===== src/rgbu_pkg.sv =====
`timescale 1ns / 1ps
// ----------------------------------------------------------------------------
// rgbu_pkg
// Shared types and constants for the RGBA to unorm8 pixel converter.
// ----------------------------------------------------------------------------
package rgbu_pkg;

   localparam int unsigned ChanWidth = 32;
   localparam int unsigned ByteWidth = 8;
   localparam int unsigned AddrWidth = 3;
   localparam int unsigned DataWidth = 32;

   // Source format codes.
   typedef enum logic [1:0] {
      FMT_FLOAT32 = 2'd0,
      FMT_UINT32  = 2'd1,
      FMT_HALF    = 2'd2,
      FMT_UNKNOWN = 2'd3
   } fmt_type;

   // Register index of the format register.
   localparam logic REG_SOURCE_FORMAT = 1'b0;

   // Half exponent rebias (0x1C000 >> 10).
   localparam logic [7:0] HalfRebias = 8'd112;
   // Exponent at which the unrounded product needs no shift.
   localparam logic [7:0] ExpNoShift = 8'd150;

   typedef struct packed {
      logic [ChanWidth-1:0] chan_red;
      logic [ChanWidth-1:0] chan_green;
      logic [ChanWidth-1:0] chan_blue;
      logic [ChanWidth-1:0] chan_alpha;
   } pixel_in_type;

   typedef struct packed {
      logic [ByteWidth-1:0] byte_red;
      logic [ByteWidth-1:0] byte_green;
      logic [ByteWidth-1:0] byte_blue;
      logic [ByteWidth-1:0] byte_alpha;
   } pixel_out_type;

endpackage


===== src/rgbu_csr.sv =====
`timescale 1ns / 1ps
// ----------------------------------------------------------------------------
// rgbu_csr
// Register file holding the source format, with an APB-style access port.
// ----------------------------------------------------------------------------
module rgbu_csr
   import rgbu_pkg::*;
(
   input  logic                 clock,
   input  logic                 reset,
   input  logic                 psel,
   input  logic                 penable,
   input  logic                 pwrite,
   input  logic [AddrWidth-1:0] paddr,
   input  logic [DataWidth-1:0] pwdata,
   output logic [DataWidth-1:0] prdata,
   output logic                 pready,
   output fmt_type              source_format
);

   fmt_type fmt_ff;
   fmt_type fmt_in;
   logic    wr_hit;

   // A write lands in the access phase when the index selects the register.
   assign wr_hit = psel && penable && pwrite && (paddr[2] == REG_SOURCE_FORMAT);

   always_comb begin
      fmt_in = fmt_ff;
      if (wr_hit) begin
         fmt_in = fmt_type'(pwdata[1:0]);
      end
   end

   always_ff @(posedge clock) begin
      if (reset) begin
         fmt_ff <= FMT_FLOAT32;
      end else begin
         fmt_ff <= fmt_in;
      end
   end

   // Reads return the register, zero elsewhere.
   always_comb begin
      prdata = '0;
      if (paddr[2] == REG_SOURCE_FORMAT) begin
         prdata = {{(DataWidth-2){1'b0}}, fmt_ff};
      end
   end

   assign pready        = 1'b1;
   assign source_format = fmt_ff;

endmodule


===== src/rgbu_chan.sv =====
`timescale 1ns / 1ps
// ----------------------------------------------------------------------------
// rgbu_chan
// Converts one channel word to an 8-bit unorm byte for the selected format.
// ----------------------------------------------------------------------------
module rgbu_chan
   import rgbu_pkg::*;
(
   input  fmt_type              source_format,
   input  logic [ChanWidth-1:0] chan,
   output logic [ByteWidth-1:0] unorm
);

   logic [31:0] fbits;
   logic        sgn;
   logic [7:0]  expo;
   logic [22:0] frac;
   logic [31:0] prod;
   logic [23:0] kept;
   logic        guard;
   logic        sticky;
   logic        rnd_up;
   logic [32:0] rnd;
   logic [8:0]  rsh;
   logic [32:0] ival;
   logic [ByteWidth-1:0] fconv;

   // Half values widen by concatenation; the rebiased exponent never carries.
   always_comb begin
      if (source_format == FMT_HALF) begin
         fbits = {chan[15], {3'b000, chan[14:10]} + HalfRebias, chan[9:0], 13'd0};
      end else begin
         fbits = chan;
      end
   end

   assign sgn  = fbits[31];
   assign expo = fbits[30:23];
   assign frac = fbits[22:0];

   // Exact significand times 255.
   assign prod = {1'b0, 1'b1, frac, 7'd0} + {1'b1, frac, 8'd0} - {8'd0, 1'b1, frac}
                 - {1'b0, 1'b1, frac, 7'd0};

   // Round the product to 24 significant bits, nearest even.
   always_comb begin
      if (prod[31]) begin
         kept   = prod[31:8];
         guard  = prod[7];
         sticky = |prod[6:0];
      end else begin
         kept   = prod[30:7];
         guard  = prod[6];
         sticky = |prod[5:0];
      end
      rnd_up = guard && (sticky || kept[0]);
      if (prod[31]) begin
         rnd = {({1'b0, kept} + {24'd0, rnd_up}), 8'd0};
      end else begin
         rnd = {1'b0, ({1'b0, kept} + {24'd0, rnd_up}), 7'd0};
      end
   end

   // Scale by the exponent, truncate and saturate.
   always_comb begin
      rsh  = {1'b0, ExpNoShift} - {1'b0, expo};
      ival = '0;
      if (!rsh[8] && (rsh < 9'd33)) begin
         ival = rnd >> rsh[5:0];
      end
      if (sgn || (expo == 8'd0)) begin
         fconv = '0;
      end else if (expo == 8'hFF) begin
         fconv = (frac == '0) ? 8'hFF : 8'h00;
      end else if (rsh[8] || (rsh == 9'd0) || (ival >= 33'd255)) begin
         fconv = 8'hFF;
      end else begin
         fconv = ival[7:0];
      end
   end

   always_comb begin
      case (source_format)
         FMT_FLOAT32: unorm = fconv;
         FMT_HALF:    unorm = fconv;
         FMT_UINT32:  unorm = chan[7:0];
         default:     unorm = '0;
      endcase
   end

endmodule


===== src/rgba_to_unorm8_convert.sv =====
`timescale 1ns / 1ps
// ----------------------------------------------------------------------------
// rgba_to_unorm8_convert
// Converts one RGBA pixel per cycle to four unorm8 bytes while rsp is not stalled.
//
//   Channel   Ports                              Direction
//   req       req_valid/req_ready/req_data       pixel in
//   rsp       rsp_valid/rsp_ready/rsp_data       bytes out
//   csr       psel/penable/pwrite/paddr/...      format register
//
// Each transaction passes through two registers: input register, then result register.
// One pixel is taken every cycle unless the result stalls; throughput is set by the result register.
// Reset clears both valid flags and sets the format to float32.
// A stalled result holds; the input stage keeps accepting until it is full.
// ----------------------------------------------------------------------------
module rgba_to_unorm8_convert
   import rgbu_pkg::*;
(
   input  logic                 clock,
   input  logic                 reset,
   input  logic                 req_valid,
   output logic                 req_ready,
   input  pixel_in_type         req_data,
   output logic                 rsp_valid,
   input  logic                 rsp_ready,
   output pixel_out_type        rsp_data,
   input  logic                 psel,
   input  logic                 penable,
   input  logic                 pwrite,
   input  logic [AddrWidth-1:0] paddr,
   input  logic [DataWidth-1:0] pwdata,
   output logic [DataWidth-1:0] prdata,
   output logic                 pready
);

   fmt_type       source_format;
   logic          in_vld_ff, in_vld_in;
   pixel_in_type  in_dat_ff, in_dat_in;
   logic          out_vld_ff, out_vld_in;
   pixel_out_type out_dat_ff, out_dat_in;
   logic          advance;
   pixel_out_type conv;

   rgbu_csr u_csr (
      .clock, .reset, .psel, .penable, .pwrite, .paddr, .pwdata,
      .prdata, .pready, .source_format
   );

   // Four independent channel converters.
   rgbu_chan u_red   (.source_format, .chan(in_dat_ff.chan_red),   .unorm(conv.byte_red));
   rgbu_chan u_green (.source_format, .chan(in_dat_ff.chan_green), .unorm(conv.byte_green));
   rgbu_chan u_blue  (.source_format, .chan(in_dat_ff.chan_blue),  .unorm(conv.byte_blue));
   rgbu_chan u_alpha (.source_format, .chan(in_dat_ff.chan_alpha), .unorm(conv.byte_alpha));

   // Pipeline flow control.
   assign advance   = !out_vld_ff || rsp_ready;
   assign req_ready = !in_vld_ff || advance;

   always_comb begin
      in_vld_in  = in_vld_ff;
      in_dat_in  = in_dat_ff;
      out_vld_in = out_vld_ff;
      out_dat_in = out_dat_ff;
      if (advance) begin
         out_vld_in = in_vld_ff;
         out_dat_in = conv;
      end
      if (req_ready) begin
         in_vld_in = req_valid;
         in_dat_in = req_data;
      end
   end

   always_ff @(posedge clock) begin
      if (reset) begin
         in_vld_ff  <= 1'b0;
         out_vld_ff <= 1'b0;
      end else begin
         in_vld_ff  <= in_vld_in;
         out_vld_ff <= out_vld_in;
      end
   end

   always_ff @(posedge clock) begin
      in_dat_ff  <= in_dat_in;
      out_dat_ff <= out_dat_in;
   end

   assign rsp_valid = out_vld_ff;
   assign rsp_data  = out_dat_ff;

endmodule

===== config.mk =====
export PLATFORM = sky130hd
export DESIGN_NAME = rgba_to_unorm8_convert
export DESIGN_NICKNAME = d
export VERILOG_FILES = /design/src/rgbu_pkg.sv /design/src/rgbu_csr.sv /design/src/rgbu_chan.sv /design/src/rgba_to_unorm8_convert.sv
export SDC_FILE = /design/constraint.sdc
export NUM_CORES = 1
export LEC_CHECK = 0
export BUFFER_PORTS_ARGS = -buffer_cell sky130_fd_sc_hd__buf_2
export CAP_MARGIN = 40
export CELL_PAD_IN_SITES_DETAIL_PLACEMENT = 1
export CELL_PAD_IN_SITES_GLOBAL_PLACEMENT = 1
export CORE_UTILIZATION = 43
export CTS_CLUSTER_DIAMETER = 150
export DETAILED_ROUTE_END_ITERATION = 8
export GPL_TIMING_DRIVEN = 0
export PLACE_DENSITY_LB_ADDON = 0.1
export SLEW_MARGIN = 25
export SYNTH_ARGS = -nofsm -noshare
export SYNTH_HDL_FRONTEND = slang
export SYNTH_HIERARCHICAL = 1
export SYNTH_SLANG_ARGS = --single-unit
export TNS_END_PERCENT = 5

===== constraint.sdc =====
create_clock -name clock -period 9.79 [get_ports clock]
set_clock_uncertainty 0.2 [all_clocks]
set_input_delay 1.958 -clock clock [delete_from_list [all_inputs] [get_ports clock]]
set_output_delay 1.958 -clock clock [all_outputs]
set_load 0.005 [all_outputs]

### Word-level counts from Yosys, hierarchy flattened

Cells that the tools add are included.
Widths: inputs -> output; s select.

| storage, ports and cells | value |
|---|---|
| register bits | 164 |
| latch bits | 0 |
| bits in writable memories | 0 |
| memory bits (read-only) | 0 |
| input port bits | 170 |
| output and inout port bits | 67 |
| logic and storage cells | 156 |
| memories | 0 |

| cells by class | value |
|---|---|
| add/sub/neg operators | 24 |
| multipliers | 0 |
| div/mod/pow operators | 0 |
| order comparisons | 8 |
| equal/unequal tests | 6 |
| shifts and indexed selects | 4 |
| mux-type cells | 45 |
| bitwise operators | 1 |
| reduce and logical (&&, ||, !) cells | 57 |

Operator list:

| operator | number |
|---|---|
| $mux 33 | 8 |
| $ge 33x8->1 const B | 4 |
| $shr 33x6->33 | 4 |
| $add 31x32->32 | 4 |
| $mux 32 | 4 |
| $mux 8 | 16 |
| $sub 32x24->32 | 4 |
| $sub 32x31->32 | 4 |
| $add 24x1->25 | 4 |
| $mux 24 | 4 |
| $logic_not 23->1 | 4 |
| $pmux 8 s2 | 4 |
| $logic_not 9->1 | 4 |
| $lt 9x6->1 const B | 4 |
| $sub 8x8->9 const A | 4 |
| $add 5x7->8 const B | 4 |
| $eq 8x8->1 const B | 4 |
| $logic_not 8->1 | 4 |
| $reduce_or 7->1 | 4 |
| $reduce_or 6->1 | 4 |
| $logic_or 1x1->1 | 18 |
| $logic_and 1x1->1 | 11 |
| $mux 1 | 8 |
| $logic_not 1->1 | 6 |
| other kinds (6) | 6 |

### Logic depth before layout (Yosys ltp)

Gate-level depths: netlist of run 1.

| logic depth | value |
|---|---|
| depth in word-level cells | 19 |
| gate-level depth with buffers | 38 |
| gate-level depth less buffers | 32 |

### Modules after synthesis

The synthesis of run 1 kept the hierarchy.

Modules (own cells, without submodules):

| module | times used | cells an instance | area an instance (µm²) | seq. area each (µm²) |
|---|---|---|---|---|
| rgbu_chan at u_blue ... | 2 | 1166 | 8044.0 | 0.0 |
| rgbu_chan at u_alpha | 1 | 1131 | 7568.5 | 0.0 |
| rgbu_chan at u_red | 1 | 1099 | 7283.2 | 0.0 |
| rgba_to_unorm8_convert | 1 | 168 | 4875.9 | 4844.6 |
| rgbu_csr | 1 | 44 | 352.8 | 40.0 |

### Least setup slack after synthesis of run 1

No wires, ideal clock.

| timing | value |
|---|---|
| path type | register to register |
| from | register u_csr.fmt_ff[0] (netlist: u_csr/source_format[0]) |
| to | register out_dat_ff (netlist bit rsp_data[1]) (data pin) |
| library setup time | 0.286 ns |
| arrival | 9.007 ns |
| data required time | 9.304 ns |
| path slack | 0.297 ns |
| stages on the path, launching flop included | 35 |
| path buffers | 6 |
| period minus slack after synthesis | 9.493 ns |
| path through | dfxtp_1 nand2b_1 buf_4 clkbuf_1 clkbuf_1 clkbuf_1 nor2_1 a21oi_1 fa_1 inv_1 fa_1 inv_1 ha_1 a21oi_1 o21ai_1 a2111oi_2 o211ai_1 o211ai_1 clkbuf_1 clkbuf_1 a21oi_1 nor2_1 ha_1 nand3_1 mux2_2 nor2_1 nand4_1 a21oi_1 mux2i_1 or2_2 o221ai_1 a2111oi_0 a41oi_2 or4_1 a2bb2oi_1 |

RTL lines:

| element | RTL line | RTL |
|---|---|---|
| start: declaration | rgbu_csr.sv:21 | `fmt_type fmt_ff;` |
| start signal: assignment | rgbu_csr.sv:39 | `fmt_ff <= fmt_in;` |
| end signal: assignment | rgba_to_unorm8_convert.sv:86 | `out_dat_ff <= out_dat_in;` |
| end: declaration | rgba_to_unorm8_convert.sv:40 | `pixel_out_type out_dat_ff, out_dat_in;` |

==> results of run 1 <==
==> layout by cell type, fill, tap and decap left out, types with 42 or more instances in the layout <==
master and n:
a211oi_1 81, a21o_1 66, a21oi_1 318, and2_1 64, and3_1 51, buf_2 234, buf_4 82, clkbuf_1 110
edfxtp_1 160, fa_1 76, ha_1 152, inv_1 292, mux2i_1 132, nand2_1 496, nand2b_1 43, nand3_1 153
nand4_1 109, nor2_1 391, nor3_1 183, nor4_1 73, o211ai_1 89, o21ai_0 212, xnor2_1 161, xor2_1 42
==> cell usage after synthesis, drive strengths merged, types with 17 or more instances <==
cell type,n,share of area [%]
nor4,87,1.7
and3,56,0.98
mux4,24,1.5
xor2,49,1.3
buf,120,2.1
and4,41,1.0
o311ai,22,0.57
o211ai,94,2.1
or4,33,0.80
o221ai,23,0.61
nand3,167,2.5
a21oi,345,4.9
o21ai,260,3.7
edfxtp,160,13
a21o,70,1.5
nand2,519,5.5
o21bai,19,0.40
o31a,20,0.50
mux2,28,0.88
xnor2,173,4.3
and2,67,1.2
nor2,403,4.2
nor3,195,2.8
nor2b,20,0.35
nand2b,45,0.78
inv,294,3.1
o21a,36,0.75
clkbuf,176,2.7
a221oi,28,0.73
nand4,116,2.2
ha,164,5.7
o2111ai,40,1.0
o22ai,28,0.48
a311oi,18,0.62
fa,76,4.2
o31ai,28,0.70
or2,32,0.55
or3,47,0.85
a22oi,17,0.35
a211o,21,0.53
a31oi,33,0.57
a2111oi,35,1.1
mux2i,153,4.3
a211oi,104,2.4
==> final timing paths <==
path                            cells after the start            to
worst max-delay path                               35  rsp_data[22]
worst min-delay path                                2     rsp_valid
worst max register to register                     35  rsp_data[22]
worst min register to register                      2     rsp_valid
==> layout make-up <==
cell class                 instances  area, sq um  share of cell area [%]
clock inverter                    15          203                   0.496
clock buffer                      17          425                    1.04
tap                             1070         1340                    3.28
inverter                         299         1120                    2.75
sequential                       164         4890                    12.0
timing repair buffer             253         1520                    3.72
buffer                           286         1850                    4.52
multi-input combinational       4044        29500                    72.2
==> cells by family after synthesis <==
logic type                 after synthesis  synth area share (%)
and+or+nand+nor                       1876                  26.5
AOI/OAI and AO/OA                     1462                  29.6
buffers and inverters                  595                  7.94
adders and majority gates              248                  10.1
xor gates and xnor gates               222                  5.60
muxes                                  205                  6.66
DFF                                    164                  13.5
other                                    2                0.0208
==> routing by layer <==
| metal | GRT usage [%] | vias to the layer above | routed length (microns) |
|---|---|---|---|
| li1 | - | 18600 | - |
| met1 | 49.7 | 20400 | 70500 |
| met2 | 55.8 | 1724 | 69500 |
| met3 | 7.00 | 281 | 13400 |
| met4 | 12.4 | 18 | 5440 |
| met5 | 0 | - | 103 |
==> power breakdown <==
part / leakage [nW] / total (W) / internal [W] / switching, W
combinational: 14.1 / 0.00917 / 0.00310 / 0.00607
clock: 0.306 / 0.000751 / 0.000371 / 0.000380
sequential: 1.74 / 0.000915 / 0.000851 / 0.0000637
total: 16.2 / 0.0108 / 0.00432 / 0.00651
==> state kept, by name, summed over array words and instances, names as in the netlist <==
| register | cells |
|---|---|
| rsp_data | 32 |
| in_vld_ff | 1 |
| in_dat_ff | 128 |
| rsp_valid | 1 |
| u_csr/source_format | 2 |
==> repair_timing <==
action,4_1_cts,5_1_grt
setup buffers,20,18
hold endpoints to repair,0,0
resized for setup,158,124
pin swaps,12,30
endpoints found under the setup margin,32,32
==> metrics by stage <==
step	power [W]	std cells	util, %	TNS [ns]
finish	0.0108	6148	49.4	0
global route	0.0115	6148	49.4	-0.605
CTS	0.0104	6128	48.6	-0.00345
detailed placement	0.00945	6079	46.9	-74.39
global placement	0.00931	6046	46.6	-93.53
floorplan	0.00700	4803	-	0
==> worst max-delay path, delay by kind of cell (launching register included) <==
family                     cells  cell delay, ns
AOI/OAI and AO/OA             13            2.98
DFF                            1            0.49
muxes                          2            0.70
xor gates and xnor gates       2            0.33
buffers and inverters          7            1.33
and+or+nand+nor                7            1.96
adders and majority gates      4            1.34
==> flow_summary_export.csv, run 1 <==
group,metric,value,unit
cells_and_area,fin_area,40900,sq um
pwr,power.density,265,nW/um^2
cts,numClockSinks,164,
critical_path,critical_path.startpoint,"u_csr/source_format[0]",
synth,synth_cells,4774,
synth,ys.flop_type,"edfxtp_1",
die,ios,237,
placement,dp_hpwl,129,mm
cells_and_area,final_nets,5475,
flow_run,drv_cap,0,
critical_path,cpPeakStageDelay,0.59,ns
detailed_routing,routed_wl,159,mm
grt,grt_overflow,0,
die,die_height,292,microns
synth,ys_warn_count,6,
synth,async_flop_share,0,%
timing,period_needed,9.64,ns
cts,cts_buffers,17,
synth,synth_edf_count,160,
die,rows,105,
timing,relSlewSlack,37.6,%
synth,synth_area,36200,sq um
detailed_routing,ant_nets,0,
cts,clk_latency,0.54,ns
grt,grt_start_max_net_pins,34,
placement,dpl_worst_slack,-2.76,ns
cells_and_area,syn_to_final_growth,13.0,%
detailed_routing,drc,0,
placement,gp_congestion,1.01,
pwr,worst_ir_drop_vdd,0.000165,V
timing,hold_viol,0,
cells_and_area,layout-drive-gt1-share,17.7,%
cts,clk_pin_slew,0.09,ns
grt,antenna_found_initial,9,
detailed_routing,drtIter0Drc,3686,
grt,first_global_vias,40200,
synth,ys_ff_latch,164,
die,die_w,292,microns
critical_path,reg2reg_slack,0.15,ns
cts,htreeDepth,4,
critical_path,worstReg2RegStart,"u_csr/source_format[0]",
detailed_routing,post_drt_wl_per_cell,25.9,microns
critical_path,arrival,9.69,ns
outcome,outcome,"complete, no violations",
timing,setup_viol_count_final,0,
synth,synth_cell_types,153,
timing,setup_slack,0.154,ns
cells_and_area,fillers,10400,
timing,tightest_slew,0.929,ns
cts,cts_tree,"built",
timing,report.final.slew_viol_count,0,
die,start_util,43.8,%
detailed_routing,dr.pass1.iters,6,
timing,finalCritPeriodShare,98.4,%
grt,grt_usage,36.1,%
cts,cts_buffer_depth,2,
cells_and_area,n_antenna_cell,0,
min_path,hold_class,"flop to flop",
timing,holdWs,0.237,ns
synth,synth.avg_cell_area,7.58,sq um
cts,cts_root_buf,"clkbuf_16",
critical_path,endpoint_kind,"flop",
placement,io_buffers,173,
die,dieArea,85300,sq um
detailed_routing,viasPerCell,6.69,
critical_path,worstPathRequired,9.84,ns
critical_path,cp_max_fo,10,
synth,yosysSeqAreaShare,13.5,%
grt,grt_pass1_wl,241,mm
cts,hold_buffers,0,
critical_path,start_kind,"flop",
critical_path,path_class,"flop to flop",
pwr,p_leak,16.2,nW
timing,rsz0062_at_grt,"true",
timing,clock.fmax,104,MHz
critical_path,crit_path_top_delay_cell,"or4_4",
detailed_routing,via_count,41100,
placement,dpl_cell_area,38800,sq um
die,coreArea,82600,sq um
min_path,hp-start,"in_vld_ff",
Power figures use the tool's default switching activity.
==> run 2: changes to the inputs <==
Settings changed: ABC_AREA set to 1, CORE_UTILIZATION 43 to 40.
==> run 2 against run 1 <==
Worst hold slack gained 0.069 ns. Global-route usage shrank 4.2 points. Sequential share of layout area grew 0.24 points. Flip-flop and latch count is the same. Synthesized cell count grew 34%. Register-to-register slack gained 0.57 ns. Combinational power shrank 1%. First-iteration DRC count shrank 23%. Routed wire length shrank 4.7%. Sequential power shrank 3.3%. Utilization shrank 5.3 points. Clock power shrank 5.3%. Critical endpoint is now rsp_data[12]. Largest power group unchanged.
==> flow_summary_export.csv, run 2 <==
group,metric,value,unit
placement,dp_hpwl,131,mm
critical_path,path_class,"flop to flop",
synth,synth-xor-area-share,2.66,%
placement,dpl_cell_area,39400,sq um
pwr,swShare,64.1,%
pwr,p_int,0.00383,W
timing,report.final.slew_viol_count,0,
synth,synth_area,36800,sq um
critical_path,start_kind,"flop",
die,rows,110,
placement,dpl_worst_slack,0.800,ns
timing,tns,0,ns
cells_and_area,layout-drive-gt1-share,12.5,%
die,coreArea,90600,sq um
die,dieArea,93300,sq um
detailed_routing,drtIter0Drc,2834,
cts,clk_pin_slew,0.08,ns
cells_and_area,post-route-util,44.2,%
timing,relSlewSlack,41.0,%
min_path,hold_path_end,"rsp_valid",
synth,yosys.area.top_type,"nand2_1",
synth,yosysSeqAreaShare,13.3,%
cells_and_area,final_nets,7019,
detailed_routing,drc,0,
synth,synth_cell_types,65,
synth,yosys-top-cells-count,"nand2_1, nand3_1, inv_1",
cts,hold_buffers,0,
grt,first_global_vias,43300,
flow_run,drv_cap,0,
pwr,worst_ir_drop_vdd,0.000158,V
cells_and_area,syn_to_final_growth,8.67,%
timing,clock.fmax,110,MHz
cts,cts_buffer_depth,2,
timing,tightest_slew,0.875,ns
cts,cts_setup_buffers,0,
pwr,pwr-share-clk,6.7,%
grt,grt_start_max_net_pins,39,
synth,async_flop_share,0,%
cts,cts_root_buf,"clkbuf_16",
synth,ys_ff_latch,164,
timing,finalCritPeriodShare,92.6,%
outcome,outcome,"complete, no violations",
detailed_routing,dr.pass1.iters,5,
synth,ys_top_cells_by_area,"nand2_1, nand3_1, edfxtp_1",
die,die_height,305,microns
detailed_routing,via_count,43000,
grt,grt_pass1_wl,237,mm
cts,numClockSinks,164,
critical_path,reg2reg_slack,0.72,ns
timing,holdWs,0.306,ns
timing,hold_viol,0,
critical_path,cpPeakStageDelay,0.85,ns
critical_path,worstReg2RegStart,"u_csr/source_format[0]",
synth,ys_warn_count,6,
pwr,power_switching,0.00682,W
grt,grt_overflow,0,
critical_path,cp_common_cell,"nand2_1",
min_path,hold_depth,2,
critical_path,crit_path_top_delay_cell,"dfxtp_2",
cells_and_area,regMostFlops,"in_dat_ff",
critical_path,endpoint_kind,"flop",
cells_and_area,multi_input_area,27700,sq um
cts,postCtsResizedCells,0,
timing,setup_viol_count_final,0,
cts,htreeDepth,4,
pwr,pwr-share-seq,8.3,%
grt,grt_usage,31.9,%
cts,cts_buffers,17,
synth,synth_compound_area_share,7.90,%
critical_path,worstPathRequired,9.95,ns
die,die_w,305,microns
detailed_routing,ant_nets,0,
grt,antenna_found_initial,5,
synth,synth_top_family_by_area,"simple AND/OR/NAND/NOR gates",
die,start_util,40.7,%
pwr,power.density,266,nW/um^2
synth,synthSimpleGateAreaFrac,54.5,%
critical_path,arrival,9.22,ns
synth,synth.most_common_cell,"nand2_1",
cells_and_area,layout_common_cells,"nand2_1, nand3_1, inv_1",
synth,synth_fa_ha_area_share,9.71,%
critical_path,r2r-end,"rsp_data[12]",
detailed_routing,post_drt_wl_per_cell,19.4,microns
timing,setup_slack,0.723,ns
min_path,hold_class,"flop to flop",
cts,clk_latency,0.51,ns
die,ios,237,
cts,cts_tree,"built",
cells_and_area,fin_area,40000,sq um
synth,synth_edf_count,160,
critical_path,rr_worst_depth,42,
detailed_routing,viasPerCell,5.51,
min_path,hp-start,"in_vld_ff",
pwr,comb_power_share,85.0,%
critical_path,cp_max_fo,10,
synth,synth.avg_cell_area,5.78,sq um
synth,ys.flop_type,"edfxtp_1",
detailed_routing,routed_wl,152,mm
cells_and_area,largest_register_ffs,128,
pwr,p_leak,21.0,nW
placement,io_buffers,173,
cells_and_area,register_area,4890,sq um
timing,period_needed,9.07,ns
synth,synthMuxAreaShare,0.109,%
synth,synth_cells,6374,
timing,rsz0062_at_grt,"false",
cells_and_area,fillers,12900,
synth,synth_top_area_share,22.2,%
cells_and_area,final_common_cell,"nand2_1",
placement,gp_congestion,0.970,
run 2: per-stage QoR:
step,cells,power [W]
after floorplan,6403,0.00733
final,7799,0.0106
after detailed placement,7764,0.00980
after global routing,7798,0.0116
after global placement,7752,0.00963
after CTS,7796,0.0105
run 2: worst max-delay path by stage:
stage	end	slack, ns	from	cells after the start
after floorplan	rsp_data[10]	2.71	u_csr/source_format[0]	45
after global routing	rsp_data[14]	0.02	u_csr/source_format[0]	45
final	rsp_data[12]	0.72	u_csr/source_format[0]	42
after CTS	rsp_data[12]	0.78	u_csr/source_format[0]	46
after global placement	rsp_data[12]	0.28	u_csr/source_format[1]	43
after detailed placement	rsp_data[14]	0.80	u_csr/source_format[0]	46
run 2: logic make-up (layout without fill, tap and decap cells):
logic type / after synthesis / after routing
multiplexers: 4 / 4
adder cells (fa/ha/maj): 240 / 240
XOR/XNOR: 110 / 110
AO/OA/AOI/OAI: 522 / 522
buffers and inverters: 1017 / 1236
AND/OR/NAND/NOR: 4315 / 4315
flip-flops: 164 / 164
other: 2 / 32
run 2: layout make-up:
type / instances / share of cell area, %
Inverter: 802 / 7.52
Sequential cell: 164 / 12.2
Clock buffer: 19 / 1.08
Tap cell: 1176 / 3.68
Clock inverter: 13 / 0.347
Antenna cell: 1 / 0.00625
Buffer: 215 / 3.40
Multi-Input combinational cell: 5222 / 69.2
Timing Repair Buffer: 187 / 2.55
run 2: worst max-delay path, delay by kind of cell (launching register included):
kind / cells / cell delay (ns)
AOI/OAI and AO/OA: 4 / 0.86
adders and majority gates: 4 / 1.70
buffers and inverters: 8 / 1.73
DFF: 1 / 0.85
and+or+nand+nor: 26 / 3.55
run 2: power by group through the flow:
stage          combinational (W)  sequential (W)  clock, W
5_1_grt                   0.0100        0.000889  0.000745
2_1_floorplan            0.00645        0.000879         0
3_3_place_gp             0.00873        0.000899         0
6_report                 0.00905        0.000885  0.000711
3_5_place_dp             0.00890        0.000898         0
4_1_cts                  0.00894        0.000884  0.000725
run 2: per-layer routing:
metal	global-route usage (%)	routed length (microns)
met1	42.3	69500
met2	55.1	71900
met3	3.04	6530
met4	8.16	3500
met5	0	31
